## src/rtl/core/rgbhsv_pkg.sv

```systemverilog
// Shared types and constants for the RGB to HSV converter.
`timescale 1ns / 1ps
package rgbhsv_pkg;

  typedef enum logic [1:0] {
    SECT_RED   = 2'd0,
    SECT_GREEN = 2'd1,
    SECT_BLUE  = 2'd2
  } sector_t;

  // Classified pixel passed from the front end to the divider back end.
  typedef struct packed {
    sector_t    sector;
    logic       neg;
    logic [7:0] diff;
    logic [7:0] delta;
    logic [7:0] maxv;
    logic [8:0] light;
  } class_t;

  localparam int HUE_W   = 15;
  localparam int SAT_W   = 16;

endpackage

```

## src/rtl/core/rgbhsv_front.sv

```systemverilog
// Front end: accept pixels and sort them into sector, delta, max and min.
`timescale 1ns / 1ps
module rgbhsv_front (
  input  logic                   clk,
  input  logic                   rst,
  input  logic                   in_valid,
  output logic                   in_ready,
  input  logic [7:0]             red,
  input  logic [7:0]             green,
  input  logic [7:0]             blue,
  output logic                   q_valid,
  input  logic                   q_ready,
  output rgbhsv_pkg::class_t     q_data
);
  import rgbhsv_pkg::*;

  logic [7:0] mx;
  logic [7:0] mn;
  class_t     cls;

  always_comb begin
    mx = (red >= green) ? red : green;
    if (blue > mx) mx = blue;
    mn = (red <= green) ? red : green;
    if (blue < mn) mn = blue;
    cls.maxv  = mx;
    cls.delta = mx - mn;
    cls.light = {1'b0, mx} + {1'b0, mn};
    if (mx == red) begin
      cls.sector = SECT_RED;
      cls.neg    = green < blue;
      cls.diff   = cls.neg ? blue - green : green - blue;
    end else if (mx == green) begin
      cls.sector = SECT_GREEN;
      cls.neg    = blue < red;
      cls.diff   = cls.neg ? red - blue : blue - red;
    end else begin
      cls.sector = SECT_BLUE;
      cls.neg    = red < green;
      cls.diff   = cls.neg ? green - red : red - green;
    end
  end

  // Two-entry skid queue toward the back end.
  logic [1:0] count;
  class_t     slot0, slot1;
  logic       push, pop;

  assign in_ready = (count != 2'd2);
  assign q_valid  = (count != 2'd0);
  assign q_data   = slot0;
  assign push     = in_valid && in_ready;
  assign pop      = q_valid && q_ready;

  always_ff @(posedge clk) begin
    if (rst) begin
      count <= 2'd0;
    end else begin
      count <= count + {1'b0, push} - {1'b0, pop};
    end
  end

  always_ff @(posedge clk) begin
    if (pop) begin
      slot0 <= (count == 2'd2) ? slot1 : cls;
      if (count == 2'd2 && push) slot1 <= cls;
    end else if (push) begin
      if (count == 2'd0) slot0 <= cls;
      else slot1 <= cls;
    end
  end

  a_no_overflow: assert property (@(posedge clk) disable iff (rst)
    count == 2'd2 |-> !push || pop) else $error("queue overflow");
  a_count_range: assert property (@(posedge clk) disable iff (rst)
    count != 2'd3) else $error("bad count");
  a_hold: assert property (@(posedge clk) disable iff (rst)
    q_valid && !q_ready |=> q_valid) else $error("queue lost entry");

endmodule

```

## src/rtl/core/rgbhsv_back.sv

```systemverilog
// Back end: pipelined restoring dividers for hue and saturation.
`timescale 1ns / 1ps
module rgbhsv_back #(
  parameter int HUE_FRAC_BITS = 6,
  parameter int SAT_FRAC_BITS = 16
) (
  input  logic                   clk,
  input  logic                   rst,
  input  logic                   q_valid,
  output logic                   q_ready,
  input  rgbhsv_pkg::class_t     q_data,
  output logic                   out_valid,
  input  logic                   out_ready,
  output logic [rgbhsv_pkg::HUE_W-1:0] hue_angle,
  output logic [rgbhsv_pkg::SAT_W-1:0] saturation,
  output logic [7:0]             value_level,
  output logic [8:0]             lightness_doubled
);
  import rgbhsv_pkg::*;

  // hue numerator 2*60*2^F*base + delta, base < 6*256
  localparam int HN_W  = 11 + 7 + HUE_FRAC_BITS + 1;
  localparam int SN_W  = 8 + SAT_FRAC_BITS;
  localparam int NW    = (HN_W > SN_W) ? HN_W : SN_W;
  localparam int STG   = NW;
  localparam int REM_W = 10;
  localparam logic [HN_W-1:0] FULL = HN_W'(360) << HUE_FRAC_BITS;
  localparam logic [SN_W-1:0] SCAP = (SAT_FRAC_BITS >= 16) ? SN_W'(16'hFFFF)
                                   : ((SN_W'(1) << SAT_FRAC_BITS) - SN_W'(1));

  typedef struct packed {
    logic [NW-1:0]    hq;
    logic [REM_W-1:0] hr;
    logic [NW-1:0]    sq;
    logic [REM_W-1:0] sr;
    logic [9:0]       hd;
    logic [7:0]       sd;
    logic             gray;
    logic [7:0]       maxv;
    logic [8:0]       light;
  } work_t;

  work_t       st  [STG+1];
  logic        vld [STG+1];
  logic        adv;
  logic [10:0] base;
  logic [HN_W-1:0] hnum;

  assign adv     = !out_valid || out_ready;
  assign q_ready = adv;

  always_comb begin
    unique case (q_data.sector)
      SECT_RED:   base = q_data.neg ? 11'(6 * q_data.delta) - 11'(q_data.diff)
                                    : 11'(q_data.diff);
      SECT_GREEN: base = q_data.neg ? 11'(2 * q_data.delta) - 11'(q_data.diff)
                                    : 11'(2 * q_data.delta) + 11'(q_data.diff);
      SECT_BLUE:  base = q_data.neg ? 11'(4 * q_data.delta) - 11'(q_data.diff)
                                    : 11'(4 * q_data.delta) + 11'(q_data.diff);
      default:    base = '0;
    endcase
    hnum = (HN_W'(base) * HN_W'(120) << HUE_FRAC_BITS) + HN_W'(q_data.delta);
  end

  always_comb begin
    st[0].hq    = NW'(hnum);
    st[0].hr    = '0;
    st[0].sq    = NW'({q_data.delta, {SAT_FRAC_BITS{1'b0}}});
    st[0].sr    = '0;
    st[0].hd    = {1'b0, q_data.delta, 1'b0};
    st[0].sd    = q_data.maxv;
    st[0].gray  = (q_data.delta == 8'd0);
    st[0].maxv  = q_data.maxv;
    st[0].light = q_data.light;
    vld[0]      = q_valid;
  end

  // One quotient bit per stage for each divider; the whole pipe moves together.
  for (genvar i = 0; i < STG; i++) begin : g_div
    work_t      nx;
    logic [REM_W:0] ht, s_t;
    always_comb begin
      nx  = st[i];
      ht  = {st[i].hr, st[i].hq[NW-1]};
      s_t = {st[i].sr, st[i].sq[NW-1]};
      nx.hq = {st[i].hq[NW-2:0], 1'b0};
      nx.sq = {st[i].sq[NW-2:0], 1'b0};
      if (ht >= {1'b0, st[i].hd}) begin
        nx.hr = REM_W'(ht - {1'b0, st[i].hd});
        nx.hq[0] = 1'b1;
      end else begin
        nx.hr = REM_W'(ht);
      end
      if (s_t >= (REM_W+1)'(st[i].sd)) begin
        nx.sr = REM_W'(s_t - (REM_W+1)'(st[i].sd));
        nx.sq[0] = 1'b1;
      end else begin
        nx.sr = REM_W'(s_t);
      end
    end
    always_ff @(posedge clk) begin
      if (rst) vld[i+1] <= 1'b0;
      else if (adv) vld[i+1] <= vld[i];
    end
    always_ff @(posedge clk) begin
      if (adv) st[i+1] <= nx;
    end
  end

  logic [HN_W-1:0] hq;
  logic [SN_W-1:0] sq;
  assign hq        = HN_W'(st[STG].hq);
  assign sq        = SN_W'(st[STG].sq);
  assign out_valid = vld[STG];

  always_comb begin
    if (st[STG].gray) begin
      hue_angle  = '0;
      saturation = '0;
    end else begin
      hue_angle  = HUE_W'((hq >= FULL) ? hq - FULL : hq);
      saturation = SAT_W'((sq > SCAP) ? SCAP : sq);
    end
    value_level       = st[STG].maxv;
    lightness_doubled = st[STG].light;
  end

  a_stall_hold: assert property (@(posedge clk) disable iff (rst)
    out_valid && !out_ready |=> out_valid && $stable(hue_angle))
    else $error("result changed under stall");
  a_ready: assert property (@(posedge clk) disable iff (rst)
    !out_valid |-> q_ready) else $error("back end stalled while empty");
  a_light: assert property (@(posedge clk) disable iff (rst)
    out_valid |-> lightness_doubled >= {1'b0, value_level})
    else $error("lightness below max");

endmodule

```

## src/rtl/core/rgb_to_hsv_convert.sv

```systemverilog
// Top level of the RGB to HSV/HSL pixel converter.
`timescale 1ns / 1ps
// Converts one 8-bit RGB pixel per clock, unless stalled, into hue
// (1/2^HUE_FRAC_BITS degree, rounded to nearest), saturation (delta/max,
// Q0.SAT_FRAC_BITS, capped at 2^SAT_FRAC_BITS-1 or 65535, whichever is
// smaller), value (max channel) and doubled lightness (max plus min). Gray
// pixels give hue 0; black gives saturation 0. Throughput is one pixel per
// clock while the output is not stalled. A result passes through the
// front-end queue and then the divider stages, one stage per quotient bit.
// The stage count is the wider of the hue numerator (HUE_FRAC_BITS+19
// bits, 25 at the default sizes) and the saturation dividend
// (8+SAT_FRAC_BITS bits, 24 at the default sizes). A two-entry queue parts
// the classifier from the divider pipe so either side may stall.
module rgb_to_hsv_convert #(
  parameter int HUE_FRAC_BITS = 6,
  parameter int SAT_FRAC_BITS = 16
) (
  input  logic        clk,
  input  logic        rst,
  input  logic        s_tvalid,
  output logic        s_tready,
  input  logic [23:0] s_tdata,   // red[7:0], green[15:8], blue[23:16]
  output logic        m_tvalid,
  input  logic        m_tready,
  // hue_angle[14:0], saturation[30:15], value_level[38:31],
  // lightness_doubled[47:39]
  output logic [47:0] m_tdata
);
  import rgbhsv_pkg::*;

  logic   q_valid, q_ready;
  class_t q_data;
  logic [HUE_W-1:0] hue_angle;
  logic [SAT_W-1:0] saturation;
  logic [7:0] value_level;
  logic [8:0] lightness_doubled;

  // Classify: sector, delta, max, min.
  rgbhsv_front u_front (
    .clk, .rst,
    .in_valid(s_tvalid), .in_ready(s_tready),
    .red(s_tdata[7:0]), .green(s_tdata[15:8]), .blue(s_tdata[23:16]),
    .q_valid, .q_ready, .q_data
  );

  // Divide: hue and saturation quotients.
  rgbhsv_back #(.HUE_FRAC_BITS(HUE_FRAC_BITS), .SAT_FRAC_BITS(SAT_FRAC_BITS)) u_back (
    .clk, .rst, .q_valid, .q_ready, .q_data,
    .out_valid(m_tvalid), .out_ready(m_tready),
    .hue_angle, .saturation, .value_level, .lightness_doubled
  );

  assign m_tdata = {lightness_doubled, value_level, saturation, hue_angle};

endmodule
```

## config.mk

```make
export PLATFORM = sky130hd
export DESIGN_NAME = rgb_to_hsv_convert
export DESIGN_NICKNAME = d
export VERILOG_FILES = /design/src/rtl/core/rgbhsv_pkg.sv /design/src/rtl/core/rgbhsv_front.sv /design/src/rtl/core/rgbhsv_back.sv /design/src/rtl/core/rgb_to_hsv_convert.sv
export SDC_FILE = /design/constraint.sdc
export NUM_CORES = 2
export LEC_CHECK = 0
export BUFFER_PORTS_ARGS = -buffer_cell sky130_fd_sc_hd__buf_4
export CORE_MARGIN = 5
export CORE_UTILIZATION = 50
export DETAILED_ROUTE_END_ITERATION = 10
export PLACE_DENSITY = 0.77
export SLEW_MARGIN = 20
export SYNTH_ARGS = -nofsm -noshare
export SYNTH_HDL_FRONTEND = slang
export SYNTH_SLANG_ARGS = --single-unit
```

## constraint.sdc

```tcl
create_clock -name clk -period 60.5 [get_ports clk]
set_input_delay 3.025 -clock clk [delete_from_list [all_inputs] [get_ports clk]]
set_output_delay 3.025 -clock clk [all_outputs]
set_load 0.005 [all_outputs]
```

==> flow_summary.ini <==
[run_status]
outcome = complete, no violations

[global_route]
grt_start_max_net_pins = 112
globalRoute.totalOverflow = 0
grt_pass1_vias = 48500
number_of_antenna_violations_at_the_first_check_in_global_routing = 0
grtUsageTotal_pct = 15.8
grt_pass1_wl_um = 243000

[synth]
avgSynthCellArea_sq_um = 13.8
yosys-top-cells-area = sky130_fd_sc_hd__edfxtp_1, sky130_fd_sc_hd__ha_1, sky130_fd_sc_hd__inv_1
synth_area_leader_cell = sky130_fd_sc_hd__edfxtp_1
postSynth.topFlopCell = sky130_fd_sc_hd__edfxtp_1
netlist_instances = 6372
synth.cell_area_sq_um = 88100
number_of_enable_flip_flop_cells_after_synthesis = 1903
synth-seq-area-share_pct = 65.5
synth_top_family_by_area = adder cells
xor_and_xnor_fraction_of_the_mapped_netlist_area_pct = 2.93
synth_compound_gate_area_share_pct = 7.22
yosys.area_share.simple_pct = 7.82
synth.distinct_cells = 88
synth.mux.area_fraction_pct = 3.72
ys_async_sr_fraction_pct = 0
postSynthRegisterBits = 1930
synth-adder-area-share_pct = 9.18
mappedNetlistNets = 7003
synthDominantCellAreaShare_pct = 64.8
synthesis.yosys.warnings = 0

[timing]
worst_slack_ns = 51.72
max-slew-margin-rel_pct = 28.0
max_slew.worst_pin.slew_ns = 1.08
maxClockFrequency_mhz = 114
unrepaired_setup_endpoints_after_global_routing = no
finalSetupTns_ns = 0
timing.final.hold_violations = 0
finalCritPeriodShare_pct = 14.5
maxSlewViolCount = 0
final_period_minus_worst_setup_slack_ns = 8.78
final.setup_skew_ns = 0.0315
setup_violations = 0

[critical_path]
timing_worst_setup_path_type = primary input to flop
worstReg2RegEnd = u_back.g_div[21].nx[34]
crit_fanout = 111
timing.reg2reg.setup_slack_ns = 53.61
worstReg2RegStart = u_back.out_valid
worst_setup_path_end_kind = flop
worst_path_required_time_ns = 60.94
worstSetupStartpointType = primary input
worst_ep_arrival_time_ns = 9.22
worstRegToRegCells = 9

[floorplan]
floorplan.die.width_um = 430
core.rowCount = 154
floorplan.io_pins = 78
die_height_um = 430
start_util_pct = 50.1
core_area_sq_um = 176000
die_area_sq_um = 185000

[cts]
root_buffer_master = sky130_fd_sc_hd__clkbuf_16
clk_path_buf_depth = 3
cts_sinks = 1930
cts_buffers = 191
cts.clk_slew.worst_paths_ns = 0.06
post_cts_resized = 0
post-cts-setup-buffer-count = 0
clk-insertion-delay-late_ns = 0.83
postCtsHoldBufs = 0
cts_max_level = 4
tritoncts_clock_tree = yes

[route]
detail_route.iter0.violations = 2980
wire_per_inst_um = 16.3
ant_nets = 0
first_pass_iters = 7
drc = 0
vias = 47700
drt_wl_total_um = 148000
detail_route.vias_per_cell = 5.26

[hold_path]
hp-start = u_back.g_div[2].nx[6]
timing.hold.worst_path_depth = 0
whs_endpoint = u_back.g_div[3].nx[6]
hold_class = flop to flop

[finish]
finish.instance_area_sq_um = 97600
synthToLayoutAreaGrowth_pct = 10.8
utilization_pct = 55.6
antenna_cells_inserted = 0
nNetsFinal = 7200
layout.cells.most_common_list = sky130_fd_sc_hd__edfxtp_1, sky130_fd_sc_hd__inv_1, sky130_fd_sc_hd__ha_1, sky130_fd_sc_hd__nor2_1, sky130_fd_sc_hd__a21oi_1
mostFrequentLayoutCell = sky130_fd_sc_hd__edfxtp_1
share_of_layout_cells_above_drive_strength_1_pct = 9.63

[job]
max_cap_viol_count = 0

[placed_design]
place_area_sq_um = 91400
detailed_place_hpwl_um = 102000
place.port_buffers = 77
dp_slack_ns = 50.77
globalplace.congestion = 0.871
-- worst max-delay path by stage --
stage	depth (start not counted)	to	from
floorplan	5	u_back.vld[24]	m_tready
global placement	10	u_back.g_div[24].nx[34]	m_tready
detailed placement	10	u_back.g_div[24].nx[34]	m_tready
CTS	10	u_back.g_div[24].nx[95]	m_tready
global route	10	u_back.hq[8]	m_tready
finish	10	u_back.g_div[21].nx[34]	m_tready
-- routing by layer --
layer	track usage (%)	vias up	routed length, um
met3	2.46	327	5060
met1	19.5	23100	62900
met4	6.09	0	4830
met2	28.1	829	75100
met5	0	-	0
li1	-	23500	-
-- sequential cells by signal (all words and copies together) (netlist names), 2 cells and up --
| name | cells |
|---|---|
| u_back.value_level | 8 |
| u_back.g_div.s_t | 239 |
| u_back.vld | 24 |
| u_back.lightness_doubled | 9 |
| u_back.g_div.nx | 1273 |
| u_back.hq | 25 |
| u_front.count | 2 |
| u_back.sq | 24 |
| u_front.q_data | 35 |
| u_back.g_div.ht | 254 |
| u_front.slot1 | 35 |
-- kinds of logic (layout without fill, tap and decap cells) --
kind of cell    Yosys count  in the layout
flops                  1930           1930
simple gates           1378           1378
compound gates         1038           1038
buf+inv                 828           1182
fa+ha+maj               603            603
mux                     300            300
xor+xnor                295            295
-- synth_stat cells (12+ instances only) --
cell type	count
sky130_fd_sc_hd__edfxtp_1	1903
sky130_fd_sc_hd__and4_1	14
sky130_fd_sc_hd__mux2_2	219
sky130_fd_sc_hd__o21bai_1	32
sky130_fd_sc_hd__a31oi_1	14
sky130_fd_sc_hd__fa_1	73
sky130_fd_sc_hd__or4_1	24
sky130_fd_sc_hd__nor3b_1	26
sky130_fd_sc_hd__o21a_1	21
sky130_fd_sc_hd__buf_2	24
sky130_fd_sc_hd__xnor2_1	227
sky130_fd_sc_hd__buf_4	21
sky130_fd_sc_hd__nand3_1	16
sky130_fd_sc_hd__o21ai_0	270
sky130_fd_sc_hd__or4b_1	12
sky130_fd_sc_hd__a221oi_1	37
sky130_fd_sc_hd__a211oi_1	13
sky130_fd_sc_hd__dfxtp_1	27
sky130_fd_sc_hd__inv_1	719
sky130_fd_sc_hd__a21boi_0	106
sky130_fd_sc_hd__o31ai_1	22
sky130_fd_sc_hd__nand4_1	70
sky130_fd_sc_hd__or3_1	17
sky130_fd_sc_hd__o21ai_1	23
sky130_fd_sc_hd__a21oi_1	350
sky130_fd_sc_hd__ha_1	530
sky130_fd_sc_hd__mux2i_1	80
sky130_fd_sc_hd__clkbuf_1	55
sky130_fd_sc_hd__nand4b_1	15
sky130_fd_sc_hd__nor2_1	447
sky130_fd_sc_hd__xor2_1	68
sky130_fd_sc_hd__nand2_1	332
sky130_fd_sc_hd__and2_1	23
sky130_fd_sc_hd__nand4bb_1	12
sky130_fd_sc_hd__a21boi_1	19
sky130_fd_sc_hd__nand2b_1	89
sky130_fd_sc_hd__nor3_1	81
sky130_fd_sc_hd__nor2b_1	151
sky130_fd_sc_hd__a21o_1	54
-- critical path, cell delays in order --
cell	delay (ns)
sky130_fd_sc_hd__buf_4	0.08
sky130_fd_sc_hd__nor2b_2	0.03
sky130_fd_sc_hd__buf_4	0.22
sky130_fd_sc_hd__inv_8	0.51
sky130_fd_sc_hd__buf_4	0.80
sky130_fd_sc_hd__buf_4	0.74
sky130_fd_sc_hd__buf_4	0.85
sky130_fd_sc_hd__buf_4	0.82
sky130_fd_sc_hd__buf_4	0.85
sky130_fd_sc_hd__buf_4	0.96
-- final cells by class --
class	count	area (sq um)
Clock inverter	130	1280
Tap cell	2340	2930
Timing Repair Buffer	111	873
Sequential cell	1930	57700
Fill cell	13800	78100
Inverter	721	2710
Multi-Input combinational cell	3614	27200
Clock buffer	220	4930
-- stage by stage --
stage	hold WS, ns	instances
5_1_grt	0.405	9066
4_1_cts	0.388	9064
6_report	0.390	9066
2_1_floorplan	0.400	6372
3_5_place_dp	0.405	8714
3_3_place_gp	0.400	8714
Power is not shown: default switching activity piles up to over one toggle a cycle in this logic, so the estimate is an artifact.
